**src/hw/rtl/lmsp_pkg.sv**
```systemverilog
`default_nettype none

package lmsp_pkg;

    localparam int ROWS   = 6;
    localparam int LVL_W  = 8;
    localparam int COL_W  = 17;
    localparam int FUNC_W = 3;

    localparam logic [FUNC_W-1:0] FUNC_TICK   = 3'd0;
    localparam logic [FUNC_W-1:0] FUNC_WRITE  = 3'd1;
    localparam logic [FUNC_W-1:0] FUNC_READ   = 3'd2;
    localparam logic [FUNC_W-1:0] FUNC_UPDATE = 3'd3;
    localparam logic [FUNC_W-1:0] FUNC_CLEAR  = 3'd4;

    localparam logic [LVL_W-1:0] CMP_LOW      = 8'd25;
    localparam logic [LVL_W-1:0] CMP_HIGH     = 8'd230;
    localparam logic [LVL_W-1:0] BRIGHT_RESET = 8'd127;

    typedef struct packed {
        logic cnt_clr;
        logic cnt_inc;
        logic mem_zero;
        logic tick;
        logic pix_wr;
        logic rd_req;
        logic rd_load;
        logic adv;
        logic fetch;
        logic show;
        logic copy;
        logic clear_back;
        logic out_load;
    } t_cmd;

    typedef struct packed {
        logic wrap;
        logic store_last;
        logic copy_last;
        logic fetch_last;
        logic out_free;
    } t_stat;

endpackage

`default_nettype wire

```
**src/hw/rtl/led_matrix_scan_pwm_top.sv**
```systemverilog
`default_nettype none

// Channel   Dir  Handshake                         Payload
// s_axis    in   i_s_axis_tvalid/o_s_axis_tready   tdata col_x,row_y,pixel_level; tuser func
// m_axis    out  o_m_axis_tvalid/i_m_axis_tready   tdata row_drive,column_drive,read_level
// cfg       in   i_cfg_valid/o_cfg_ready           global_brightness
//
// Tick, pixel write, unused codes: result loaded from idle. Pixel read: registered RAM read.
// Tick that wraps the timer: advance, front-store reads of all 6 rows, row update.
// Update copies the back store to the front, clear zeroes the back; one store entry per cycle.
// After reset a pass over all COLUMNS*6 entries zeroes both stores; no item is taken then.
// One item at a time; the next item is taken once the output register is free or being read.
module led_matrix_scan_pwm_top #(
    parameter int COLUMNS    = 17,
    parameter int PWM_LEVELS = 8
) (
    input  wire logic        i_clk,
    input  wire logic        i_rst_n,
    input  wire logic        i_s_axis_tvalid,
    output logic             o_s_axis_tready,
    input  wire logic [23:0] i_s_axis_tdata,   // col_x[7:0], row_y[15:8], pixel_level[23:16]
    input  wire logic [2:0]  i_s_axis_tuser,   // func[2:0]
    output logic             o_m_axis_tvalid,
    input  wire logic        i_m_axis_tready,
    output logic [39:0]      o_m_axis_tdata,   // row_drive[7:0], column_drive[24:8],
                                               // read_level[32:25], zero[39:33]
    input  wire logic        i_cfg_valid,
    output logic             o_cfg_ready,
    input  wire logic [7:0]  i_cfg_data
);

    localparam int LW  = lmsp_pkg::LVL_W;
    localparam int CDW = lmsp_pkg::COL_W;
    localparam int PAD = 40 - (2 * LW + CDW);

    lmsp_pkg::t_cmd  w_cmd;
    lmsp_pkg::t_stat w_stat;
    logic [LW-1:0]   w_row_drive;
    logic [CDW-1:0]  w_col_drive;
    logic [LW-1:0]   w_read_level;
    logic            s_accept;

    assign o_cfg_ready = 1'b1;
    assign s_accept    = i_s_axis_tvalid && o_s_axis_tready;

    lmsp_ctrl u_ctrl (
        .i_clk   (i_clk),
        .i_rst_n (i_rst_n),
        .i_valid (i_s_axis_tvalid),
        .i_func  (i_s_axis_tuser),
        .o_ready (o_s_axis_tready),
        .i_stat  (w_stat),
        .o_cmd   (w_cmd)
    );

    lmsp_dp #(
        .COLUMNS    (COLUMNS),
        .PWM_LEVELS (PWM_LEVELS)
    ) u_dp (
        .i_clk          (i_clk),
        .i_rst_n        (i_rst_n),
        .i_cmd          (w_cmd),
        .o_stat         (w_stat),
        .i_col_x        (i_s_axis_tdata[7:0]),
        .i_row_y        (i_s_axis_tdata[15:8]),
        .i_level        (i_s_axis_tdata[23:16]),
        .i_cfg_valid    (i_cfg_valid),
        .i_cfg_data     (i_cfg_data),
        .i_out_ready    (i_m_axis_tready),
        .o_out_valid    (o_m_axis_tvalid),
        .o_row_drive    (w_row_drive),
        .o_column_drive (w_col_drive),
        .o_read_level   (w_read_level)
    );

    assign o_m_axis_tdata = {PAD'(0), w_read_level, w_col_drive, w_row_drive};

    a_accept_room: assert property (@(posedge i_clk) disable iff (!i_rst_n)
        s_accept |-> (!o_m_axis_tvalid || i_m_axis_tready))
        else $error("item taken while result register is occupied");

    a_load_free: assert property (@(posedge i_clk) disable iff (!i_rst_n)
        w_cmd.out_load |-> w_stat.out_free)
        else $error("result loaded over an unread result");

    a_tick_result: assert property (@(posedge i_clk) disable iff (!i_rst_n)
        (s_accept && i_s_axis_tuser == lmsp_pkg::FUNC_TICK && !w_stat.wrap)
        |=> o_m_axis_tvalid)
        else $error("plain tick gave no result in the next cycle");

    a_col_range: assert property (@(posedge i_clk) disable iff (!i_rst_n)
        o_m_axis_tvalid |-> ((w_col_drive >> COLUMNS) == '0))
        else $error("column drive set beyond the last column");

endmodule

`default_nettype wire

```
**src/hw/rtl/lmsp_ram.sv**
```systemverilog
`default_nettype none

module lmsp_ram #(
    parameter int WIDTH = 8,
    parameter int DEPTH = 102
) (
    input  wire logic                     i_clk,
    input  wire logic                     i_we,
    input  wire logic [$clog2(DEPTH)-1:0] i_waddr,
    input  wire logic [WIDTH-1:0]         i_wdata,
    input  wire logic [$clog2(DEPTH)-1:0] i_raddr,
    output logic      [WIDTH-1:0]         o_rdata
);

    logic [WIDTH-1:0] r_mem [DEPTH];

    always_ff @(posedge i_clk) begin
        if (i_we) begin
            r_mem[i_waddr] <= i_wdata;
        end
        o_rdata <= r_mem[i_raddr];
    end

endmodule

`default_nettype wire

```
**src/hw/rtl/lmsp_ctrl.sv**
```systemverilog
`default_nettype none

module lmsp_ctrl (
    input  wire logic                           i_clk,
    input  wire logic                           i_rst_n,
    input  wire logic                           i_valid,
    input  wire logic [lmsp_pkg::FUNC_W-1:0]    i_func,
    output logic                                o_ready,
    input  wire lmsp_pkg::t_stat                i_stat,
    output lmsp_pkg::t_cmd                      o_cmd
);

    localparam logic [2:0] S_INIT  = 3'd0;
    localparam logic [2:0] S_IDLE  = 3'd1;
    localparam logic [2:0] S_READ  = 3'd2;
    localparam logic [2:0] S_ADV   = 3'd3;
    localparam logic [2:0] S_FETCH = 3'd4;
    localparam logic [2:0] S_SHOW  = 3'd5;
    localparam logic [2:0] S_COPY  = 3'd6;
    localparam logic [2:0] S_CLEAR = 3'd7;

    logic [2:0] r_state;
    logic [2:0] n_state;

    always_ff @(posedge i_clk) begin
        if (!i_rst_n) begin
            r_state <= S_INIT;
        end else begin
            r_state <= n_state;
        end
    end

    always_comb begin
        n_state = r_state;
        o_cmd   = '0;
        o_ready = 1'b0;
        unique case (r_state)
            S_INIT: begin
                // zero both stores after reset
                o_cmd.mem_zero = 1'b1;
                o_cmd.cnt_inc  = 1'b1;
                if (i_stat.store_last) begin
                    o_cmd.cnt_clr = 1'b1;
                    n_state       = S_IDLE;
                end
            end
            S_IDLE: begin
                o_ready = i_stat.out_free;
                if (i_valid && i_stat.out_free) begin
                    unique case (i_func)
                        lmsp_pkg::FUNC_TICK: begin
                            o_cmd.tick = 1'b1;
                            if (i_stat.wrap) begin
                                n_state = S_ADV;
                            end else begin
                                o_cmd.out_load = 1'b1;
                            end
                        end
                        lmsp_pkg::FUNC_WRITE: begin
                            o_cmd.pix_wr   = 1'b1;
                            o_cmd.out_load = 1'b1;
                        end
                        lmsp_pkg::FUNC_READ: begin
                            o_cmd.rd_req = 1'b1;
                            n_state      = S_READ;
                        end
                        lmsp_pkg::FUNC_UPDATE: begin
                            o_cmd.cnt_clr = 1'b1;
                            n_state       = S_COPY;
                        end
                        lmsp_pkg::FUNC_CLEAR: begin
                            o_cmd.cnt_clr = 1'b1;
                            n_state       = S_CLEAR;
                        end
                        default: begin
                            o_cmd.out_load = 1'b1;
                        end
                    endcase
                end
            end
            S_READ: begin
                o_cmd.rd_load  = 1'b1;
                o_cmd.out_load = 1'b1;
                n_state        = S_IDLE;
            end
            S_ADV: begin
                o_cmd.adv     = 1'b1;
                o_cmd.cnt_clr = 1'b1;
                n_state       = S_FETCH;
            end
            S_FETCH: begin
                o_cmd.fetch   = 1'b1;
                o_cmd.cnt_inc = 1'b1;
                if (i_stat.fetch_last) begin
                    n_state = S_SHOW;
                end
            end
            S_SHOW: begin
                o_cmd.show     = 1'b1;
                o_cmd.out_load = 1'b1;
                n_state        = S_IDLE;
            end
            S_COPY: begin
                o_cmd.copy    = 1'b1;
                o_cmd.cnt_inc = 1'b1;
                if (i_stat.copy_last) begin
                    o_cmd.out_load = 1'b1;
                    n_state        = S_IDLE;
                end
            end
            S_CLEAR: begin
                o_cmd.clear_back = 1'b1;
                o_cmd.cnt_inc    = 1'b1;
                if (i_stat.store_last) begin
                    o_cmd.out_load = 1'b1;
                    n_state        = S_IDLE;
                end
            end
            default: begin
                n_state = S_INIT;
            end
        endcase
    end

endmodule

`default_nettype wire

```
**src/hw/rtl/lmsp_dp.sv**
```systemverilog
`default_nettype none

module lmsp_dp #(
    parameter int COLUMNS    = 17,
    parameter int PWM_LEVELS = 8
) (
    input  wire logic                         i_clk,
    input  wire logic                         i_rst_n,
    input  wire lmsp_pkg::t_cmd               i_cmd,
    output lmsp_pkg::t_stat                   o_stat,
    input  wire logic [lmsp_pkg::LVL_W-1:0]   i_col_x,
    input  wire logic [lmsp_pkg::LVL_W-1:0]   i_row_y,
    input  wire logic [lmsp_pkg::LVL_W-1:0]   i_level,
    input  wire logic                         i_cfg_valid,
    input  wire logic [lmsp_pkg::LVL_W-1:0]   i_cfg_data,
    input  wire logic                         i_out_ready,
    output logic                              o_out_valid,
    output logic      [lmsp_pkg::LVL_W-1:0]   o_row_drive,
    output logic      [lmsp_pkg::COL_W-1:0]   o_column_drive,
    output logic      [lmsp_pkg::LVL_W-1:0]   o_read_level
);

    localparam int ROWS_N = lmsp_pkg::ROWS;
    localparam int LW     = lmsp_pkg::LVL_W;
    localparam int CDW    = lmsp_pkg::COL_W;
    localparam int DEPTH  = COLUMNS * ROWS_N;
    localparam int AW     = $clog2(DEPTH);
    localparam int CNT_W  = $clog2(DEPTH + 1);
    localparam int CW     = (COLUMNS > 1) ? $clog2(COLUMNS) : 1;
    localparam int SW     = (PWM_LEVELS > 1) ? $clog2(PWM_LEVELS) : 1;

    logic [CNT_W-1:0]  r_cnt;
    logic [LW-1:0]     r_timer,    n_timer;
    logic [CW-1:0]     r_col,      n_col;
    logic [SW-1:0]     r_step,     n_step;
    logic [LW-1:0]     r_row_bits, n_row_bits;
    logic [CDW-1:0]    r_col_bits, n_col_bits;
    logic [LW-1:0]     r_bright;
    logic [ROWS_N-1:0] r_lit;
    logic              r_rd_ok;
    logic              r_out_valid;
    logic [LW-1:0]     r_out_row;
    logic [CDW-1:0]    r_out_col;
    logic [LW-1:0]     r_out_rd;

    logic              pix_ok;
    logic [AW-1:0]     pix_addr;
    logic [AW-1:0]     cnt_addr;
    logic [AW-1:0]     fetch_addr;
    logic [LW-1:0]     timer_inc;
    logic [CDW-1:0]    col_onehot;
    logic              bright_mid;
    logic              lit_new;
    logic [LW-1:0]     mask;

    logic              back_we;
    logic [AW-1:0]     back_waddr;
    logic [LW-1:0]     back_wdata;
    logic [AW-1:0]     back_raddr;
    logic [LW-1:0]     back_rdata;
    logic              front_we;
    logic [AW-1:0]     front_waddr;
    logic [LW-1:0]     front_wdata;
    logic [LW-1:0]     front_rdata;

    assign pix_ok     = (i_col_x < LW'(COLUMNS)) && (i_row_y < LW'(ROWS_N));
    assign pix_addr   = AW'(i_col_x) * AW'(ROWS_N) + AW'(i_row_y);
    assign cnt_addr   = r_cnt[AW-1:0];
    assign fetch_addr = AW'(r_col) * AW'(ROWS_N) + AW'(r_cnt);
    assign timer_inc  = r_timer + LW'(1);
    assign col_onehot = CDW'(1) << r_col;
    assign bright_mid = (r_bright >= lmsp_pkg::CMP_LOW) && (r_bright <= lmsp_pkg::CMP_HIGH);
    assign lit_new    = front_rdata > LW'(r_step);

    // row output order, low bit first: rows 4 1 5 4 3 2 1 0
    assign mask = {r_lit[0], r_lit[1], r_lit[2], r_lit[3],
                   r_lit[4], r_lit[5], r_lit[1], r_lit[4]};

    always_comb begin
        n_timer    = r_timer;
        n_col      = r_col;
        n_step     = r_step;
        n_row_bits = r_row_bits;
        n_col_bits = r_col_bits;
        if (i_cmd.tick) begin
            n_timer = timer_inc;
            if (timer_inc == r_bright && bright_mid) begin
                n_col_bits = n_col_bits & ~col_onehot;
            end
        end
        if (i_cmd.adv) begin
            if (r_bright > lmsp_pkg::CMP_HIGH) begin
                n_col_bits = n_col_bits & ~col_onehot;
            end
            if (r_col == CW'(COLUMNS - 1)) begin
                n_col  = '0;
                n_step = (r_step == SW'(PWM_LEVELS - 1)) ? '0 : r_step + SW'(1);
            end else begin
                n_col = r_col + CW'(1);
            end
        end
        if (i_cmd.show) begin
            n_row_bits = mask;
            if (mask != '0) begin
                n_col_bits = n_col_bits | col_onehot;
            end
            // very low brightness: the column enable is cancelled in the same update, so it stays off
            if (r_bright < lmsp_pkg::CMP_LOW) begin
                n_col_bits = n_col_bits & ~col_onehot;
            end
        end
    end

    always_ff @(posedge i_clk) begin
        if (!i_rst_n) begin
            r_cnt       <= '0;
            r_timer     <= '0;
            r_col       <= '0;
            r_step      <= '0;
            r_row_bits  <= '0;
            r_col_bits  <= '0;
            r_bright    <= lmsp_pkg::BRIGHT_RESET;
            r_out_valid <= 1'b0;
        end else begin
            if (i_cmd.cnt_clr) begin
                r_cnt <= '0;
            end else if (i_cmd.cnt_inc) begin
                r_cnt <= r_cnt + CNT_W'(1);
            end
            r_timer    <= n_timer;
            r_col      <= n_col;
            r_step     <= n_step;
            r_row_bits <= n_row_bits;
            r_col_bits <= n_col_bits;
            if (i_cfg_valid) begin
                r_bright <= i_cfg_data;
            end
            if (i_cmd.out_load) begin
                r_out_valid <= 1'b1;
            end else if (i_out_ready) begin
                r_out_valid <= 1'b0;
            end
        end
    end

    always_ff @(posedge i_clk) begin
        if (i_cmd.rd_req) begin
            r_rd_ok <= pix_ok;
        end
        // RAM read is registered, so read data lags the address; the first fetch step carries none
        if (i_cmd.fetch && r_cnt != '0) begin
            r_lit <= {lit_new, r_lit[ROWS_N-1:1]};
        end
        if (i_cmd.out_load) begin
            r_out_row <= n_row_bits;
            r_out_col <= n_col_bits;
            r_out_rd  <= (i_cmd.rd_load && r_rd_ok) ? back_rdata : '0;
        end
    end

    always_comb begin
        back_we    = i_cmd.mem_zero | i_cmd.clear_back | (i_cmd.pix_wr & pix_ok);
        back_waddr = i_cmd.pix_wr ? pix_addr : cnt_addr;
        back_wdata = i_cmd.pix_wr ? i_level : '0;
        back_raddr = i_cmd.copy ? cnt_addr : (pix_ok ? pix_addr : '0);
        front_we    = i_cmd.mem_zero | (i_cmd.copy & (r_cnt != '0));
        front_waddr = i_cmd.mem_zero ? cnt_addr : cnt_addr - AW'(1);
        front_wdata = i_cmd.mem_zero ? '0 : back_rdata;
    end

    lmsp_ram #(
        .WIDTH (LW),
        .DEPTH (DEPTH)
    ) u_back_ram (
        .i_clk   (i_clk),
        .i_we    (back_we),
        .i_waddr (back_waddr),
        .i_wdata (back_wdata),
        .i_raddr (back_raddr),
        .o_rdata (back_rdata)
    );

    lmsp_ram #(
        .WIDTH (LW),
        .DEPTH (DEPTH)
    ) u_front_ram (
        .i_clk   (i_clk),
        .i_we    (front_we),
        .i_waddr (front_waddr),
        .i_wdata (front_wdata),
        .i_raddr (fetch_addr),
        .o_rdata (front_rdata)
    );

    always_comb begin
        o_stat.wrap       = (timer_inc == '0);
        o_stat.store_last = (r_cnt == CNT_W'(DEPTH - 1));
        o_stat.copy_last  = (r_cnt == CNT_W'(DEPTH));
        o_stat.fetch_last = (r_cnt == CNT_W'(ROWS_N));
        o_stat.out_free   = !r_out_valid || i_out_ready;
    end

    assign o_out_valid    = r_out_valid;
    assign o_row_drive    = r_out_row;
    assign o_column_drive = r_out_col;
    assign o_read_level   = r_out_rd;

endmodule

`default_nettype wire
```
**config.mk**
```make
export PLATFORM = sky130hd
export DESIGN_NAME = led_matrix_scan_pwm_top
export DESIGN_NICKNAME = d
export VERILOG_FILES = /design/src/hw/rtl/lmsp_pkg.sv /design/src/hw/rtl/led_matrix_scan_pwm_top.sv /design/src/hw/rtl/lmsp_ram.sv /design/src/hw/rtl/lmsp_ctrl.sv /design/src/hw/rtl/lmsp_dp.sv
export SDC_FILE = /design/constraint.sdc
export NUM_CORES = 2
export LEC_CHECK = 0
export BUFFER_PORTS_ARGS = -buffer_cell sky130_fd_sc_hd__buf_4
export CAP_MARGIN = 40
export CORE_MARGIN = 2
export CORE_UTILIZATION = 50
export CTS_CLUSTER_DIAMETER = 100
export CTS_CLUSTER_SIZE = 28
export DETAILED_ROUTE_END_ITERATION = 16
export PLACE_DENSITY = 0.71
export SLEW_MARGIN = 5
export SYNTH_ARGS = -nofsm -noshare
export SYNTH_HDL_FRONTEND = slang
export SYNTH_SLANG_ARGS = --single-unit
```
**constraint.sdc**
```tcl
create_clock -name i_clk -period 10.34 [get_ports i_clk]
set_input_delay 1.551 -clock i_clk [delete_from_list [all_inputs] [get_ports i_clk]]
set_output_delay 1.551 -clock i_clk [all_outputs]
set_load 0.01 [all_outputs]
```
Word level (Yosys, flattened, before mapping)
Memory sizes are Yosys's and may differ from the RTL's. A register that Yosys moved wholly into a read port is not among the register bits.
Index checks and enable logic that the tools add are counted.
{"block": "totals", "regBits": 100, "mem_bits_rw": 1632, "mem_count": 2, "output_inout_bits": 43}
{"name": "u_dp.u_back_ram.r_mem", "depth": 102, "word_bits": 8, "rd": 1, "rd_ports_with_merged_regs": 1, "wr": 1, "line_no": "lmsp_ram.sv:15", "text": "logic [WIDTH-1:0] r_mem [DEPTH];"}
{"name": "u_dp.u_front_ram.r_mem", "depth": 102, "word_bits": 8, "rd": 1, "rd_ports_with_merged_regs": 1, "wr": 1, "line_no": "lmsp_ram.sv:15"}
{"block": "op_classes", "n_bitwise": 11, "multipliers": 2, "eq_ne": 23, "reduce_logical": 22, "muxes": 53, "shifts": 1, "order_cmp": 7, "add_sub_neg": 7}
{"cell": "two-way mux 17 bit", "count": 8}
{"cell": "AND 17 bit", "count": 3}
{"cell": "two-way mux 7 bit", "count": 4}
{"cell": "two-way mux 1 bit", "count": 24}
{"cell": "two-way mux 3 bit", "count": 8}
{"cell": "two-way mux 8 bit", "count": 3}
{"cell": "== test 3 bit (second input constant)", "count": 6}
{"cell": "one-hot mux 3 bit (6 select lines)", "count": 1}
{"cell": "inverter 17 bit", "count": 1}
{"cell": "OR 17 bit", "count": 1}
{"cell": "left shift 1 x 5 -> 17 bit (first input constant)", "count": 1}
{"cell": "< comparator 8 x 5 -> 1 bit (second input constant)", "count": 2}
{"cell": "adder 7 bit", "count": 2}
{"cell": "== test 7 bit (second input constant)", "count": 2}
{"cell": "== test 3 x 2 -> 1 bit (second input constant)", "count": 4}
{"cell": "one-hot mux 3 bit (4 select lines)", "count": 1}
{"cell": "adder 8 x 1 -> 8 bit (second input constant)", "count": 1}
{"cell": "== test 8 bit", "count": 1}
{"cell": ">= comparator 8 x 5 -> 1 bit (second input constant)", "count": 1}
{"cell": "greater-than comparator 8 x 3 -> 1 bit", "count": 1}
{"cell": "greater-than comparator 8 bit (second input constant)", "count": 1}
{"cell": "less-or-equal comparator 8 bit (second input constant)", "count": 1}
{"cell": "zero test 8 bit", "count": 1}
{"cell": "< comparator 8 x 3 -> 1 bit (second input constant)", "count": 1}
{"cell": "other kinds (31)", "count": 47}

Longest topological paths before layout
{"block": "depth", "depth_word": 15, "depth_mapped": 15}

Cells and area by module
From an unflattened synthesis, not the netlist that was laid out.
{"block": "hier_totals", "hier_cells": 3741, "hier_area_um2": 70527.6}
{"module": "lmsp_ram", "cells_each": 1535, "area_per_inst_um2": 32188.4, "instances": 2, "seq_area_each_um2": 24663.7}
{"module": "lmsp_dp", "cells_each": 604, "area_per_inst_um2": 5667.9, "instances": 1, "seq_area_each_um2": 2342.2}
{"module": "lmsp_ctrl", "cells_each": 57, "area_per_inst_um2": 415.4, "instances": 1, "seq_area_each_um2": 60.1}
{"module": "led_matrix_scan_pwm_top", "cells_each": 10, "area_per_inst_um2": 67.6, "instances": 1, "seq_area_each_um2": 0.0}

Least setup slack after synthesis
Ideal clock, no wire load.
{"block": "synth_timing", "kind": "input port to flip-flop", "from": "in i_s_axis_tdata[0]", "to": "mem u_dp.u_back_ram.r_mem[10][0] (enable)", "slack_ns": 5.805, "required_ns": 9.970, "path_stages": 10, "arrival_ns": 4.165, "setup_time_ns": 0.370, "cell_sequence": "ha_1 -> fa_1 -> ha_1 -> a21oi_1 -> o21ai_0 -> xnor2_1 -> mux2_2 -> nor2_1 -> nand2_1 -> nor2_1"}
{"block": "synth_via", "elab_chain_len": 6, "elab_cells_between_ends": 9}
{"item": "from (decl)", "line_no": "led_matrix_scan_pwm_top.sv:21", "text": "input wire logic [23:0] i_s_axis_tdata,"}
{"item": "parallel branches: the longest is 6 deep, another holds multiplier 7 x 2 -> 6 bit"}
{"item": "to (decl)", "line_no": "lmsp_ram.sv:15"}
Several ways; the timed one is not identified.

Worst setup path after layout
{"block": "layout_timing", "from": "in i_s_axis_tdata[0]", "to": "reg u_dp.u_back_ram.o_rdata[6] (read register of u_dp.u_back_ram.r_mem)"}
{"block": "layout_via", "elab_chain_len": 4, "elab_cells_between_ends": 6}
{"item": "multiplier 7 x 2 -> 6 bit or < comparator 8 x 5 -> 1 bit (tied branches)", "line_no": "lmsp_dp.sv:67, lmsp_dp.sv:66"}
{"item": "adder 7 bit or logical AND 1 bit (tied branches)", "line_no": "lmsp_dp.sv:67, lmsp_dp.sv:66"}
{"item": "two-way mux 7 bit (*) (2 in a row)", "line_no": "lmsp_dp.sv:165", "text": "back_raddr = i_cmd.copy ? cnt_addr : (pix_ok ? pix_addr : '0);"}
{"item": "to (decl)", "line_no": "lmsp_ram.sv:12", "text": "output logic [WIDTH-1:0] o_rdata"}
Every way passes the cells marked *; elsewhere a longest branch is shown, timed or not.
A chain may end at the register's enable or synchronous reset.

==> qor.yml <==
cts_buffers: 74
h-tree-depth: 3
crit_fanout: 67
yosys.area.top_type_share: 0.715
cts.path.max_buffers: 3
grt_max_degree: 173
cpMostUsedCell: "buf_4"
hpwlAfterDp_mm: 100
cap_viol_max_count: 0
synthFlopType: "edfxtp_1"
grt_pass1_wl_mm: 239
routed_wirelength_mm: 162
die_h_um: 379
clock_power_share: 0.300
crit_slowest_cell: "buf_4"
yosys.area_share.adder: 0.00774
synth.yosys.seq_area_share: 0.737
tightestPinTransition_ns: 0.935
yosysTopAreaCell: "edfxtp_1"
antennaDiodeCount: 0
ir_drop_mv: 0.132
ys_ff_latch: 1748
via_count: 37600
via_per_inst: 6.08
cts_root_buffer: "clkbuf_16"
cts_tree: "done"
crit_start: "i_s_axis_tdata[0]"
synthSimpleGateAreaFrac: 0.0674
post_cts_buffers: 0
core_area_um2: 139000
place_congestion: 0.857
synthCells: 4270
placed_cell_area_um2: 73300
drtIter0Drc: 4940
path_clk_slew_ns: 0.12
cts.repair.resized: 0
rows: 137
synth_edf_count: 1672
syn2layout_area_growth_pct: 7.50
setup_viol: 0
drt-wirelength-per-cell_um: 26.1
ant_nets: 0
slew_viol_final: 0
relSlewSlack: 0.375
track_usage: 0.225
endpoint_kind: "register"
clock_skew_ns: 0.0412
start_util: 0.504
cp_cell_sequence: "buf_4 > inv_1 > ha_1 > a21bo_1 > nand4_1 > o21a_4 > buf_4 > mux2i_1 > nor3_1 > a311oi_1 > o221ai_1 > a31oi_1 > a211oi_2"
fin_area_um2: 75500
p_per_area_nw_per_um2: 155
pwr-share-seq: 0.658
critPathRequiredTime_ns: 10.94
cts_sinks: 1748
final_util: 0.541
timing.final.crit_share: 0.509
synth_xor_area_frac: 0.00636
ctsHoldBuffers: 0
outcome: "complete, no violations"
p_sw_uw: 2420
gr-total-overflow: 0
portBuffers: 74
p_leak_uw: 0.0209
clkLatencyLatePin_ns: 0.72
synth.avg_cell_area_um2: 16.4
critPathKind: "in2reg"
hp-start: "u_dp.r_lit[2]"
r2r_start: "u_ctrl.r_state[1]"
die_w_um: 379
setup_tns_ns: 0
max_stage_delay_ns: 0.80
layout_commonest_cell: "edfxtp_1"
p_int_uw: 9270
mostFrequentLayoutCells: "edfxtp_1, nand2_1, mux4_2"
ys_warn_count: 0
finalHoldViolCount: 0
synth_top_family_by_area: "multiplexers"
max_freq_mhz: 190
drive_above_1_share: 0.135
synth_area_leaders: "edfxtp_1, mux4_2, nand2_1"
hold_slack_ns: 0.506
synth.distinct_cells: 83
crit_path_start_kind: "primary input"
nNetsFinal: 4360
dieArea_um2: 143000
grt_pass1_vias: 36200
async_flop_share: 0
post-route-drc-count: 0
arrival_ns: 5.86
first_pass_iters: 6
ios: 83
synth_area_um2: 70200
grt_antenna_before_repair: 1
hold_class: "reg2reg"
synth_mux_area_frac: 0.106
synth-compound-area-share: 0.0562
layout_min_cycle_time_ns: 5.26
rsz0062_at_grt: "false"
swShare: 0.207
p_comb_frac: 0.042
-- power groups by stage --
stage                     Sequential, µW  Combinational [µW]  Clock [µW]
final                               7690                 492        3510
after global routing                7690                 518        3790
after CTS                           7690                 494        3570
after detailed placement            7850                 492           0
after global placement              7850                 476           0
after floorplan                     7830                 329           0
-- synthesized netlist by cell type (6+ instances only) --
master and count:
a221oi_1 79, nand2b_1 9, a31oi_1 28, o211ai_1 10
mux4_2 248, ha_1 37, nand2_1 590, mux2_2 12
nor4_1 9, a22o_1 11, nor2b_1 17, a211oi_1 7
xor2_1 14, or3_1 6, o31ai_1 9, a21oi_1 215
a32o_1 10, o311ai_1 6, edfxtp_1 1672, and3_1 16
nor2_1 243, o221a_1 7, o21ai_1 26, xnor2_1 37
nor3_1 10, dfxtp_1 76, buf_2 98, and2_1 55
o22ai_1 20, a21boi_0 10, nand3_1 118, a32oi_1 18
mux2i_1 163, clkbuf_1 106, o41ai_1 7, buf_4 26
inv_1 35, o21ai_0 75, a22oi_1 21, buf_1 18
a21o_1 9, nand4_1 9
-- metal layers --
metal,part of all wire,global-route usage,vias to the layer above,wire length (µm)
met4,0.028,0.0674,0,4570
li1,-,-,16500,-
met1,0.40,0.319,19200,65100
met2,0.48,0.359,1713,78000
met5,0,0,-,0
met3,0.088,0.0394,221,14200
-- registers in the layout, summed over array words and instances, names as in the netlist --
signal and flops:
u_ctrl.r_state 3, u_dp.r_step 3, u_dp.cnt_addr 7, u_dp.o_out_valid 1, u_dp.u_front_ram.o_rdata 8, u_dp.u_back_ram.o_rdata 8, u_dp.r_timer 8, u_dp.r_row_bits 8
u_dp.r_bright 8, u_dp.o_read_level 8, u_dp.o_row_drive 8, u_dp.r_lit 6, u_dp.r_rd_ok 1, u_dp.r_col_bits 17, u_dp.u_back_ram.r_mem 816, u_dp.r_col 5
u_dp.o_column_drive 17, u_dp.u_front_ram.r_mem 816
-- final timing paths --
kind / end / slack (ns) / cells after the start
min: u_dp.r_lit[1] / 0.51 / 0
max reg2reg: u_dp.u_back_ram.o_rdata[0] / 5.44 / 10
min reg2reg: u_dp.r_lit[1] / 0.51 / 0
max: u_dp.u_back_ram.o_rdata[6] / 5.08 / 13
-- kinds of logic (layout without fill, tap and decap cells) --
group | count (synthesis) | in the layout
muxes | 429 | 429
DFF | 1748 | 1748
xor gates and xnor gates | 51 | 51
buffers and inverters | 291 | 332
and+or+nand+nor | 1105 | 1105
other | 2 | 8
adders and majority gates | 41 | 41
AOI/OAI and AO/OA | 603 | 603
-- area by class of cell --
type	instances	area [µm²]
repair buffers	180	1750
well taps	1876	2350
clock inverters	11	156
flip-flops and latches	1748	51700
multi-input cells	2237	17300
fillers	10700	63900
inverters	38	143
clock buffers	103	2000
-- critical path: cells and delay by family --
family / cells / cell delay [ns]
compound gates: 6 / 2.21
buf+inv: 3 / 0.94
simple gates: 2 / 0.63
mux: 1 / 0.29
fa+ha+maj: 1 / 0.18
-- stage by stage --
stage | worst slack, ns | total power, µW | instances
after detailed placement | 4.35 | 8340 | 6075
final | 5.08 | 11700 | 6193
after global routing | 4.93 | 12000 | 6193
after CTS | 5.13 | 11800 | 6189
after global placement | 4.41 | 8320 | 6048
after floorplan | 5.80 | 8160 | 4276
No activity file was read; power rests on OpenSTA's default activity.
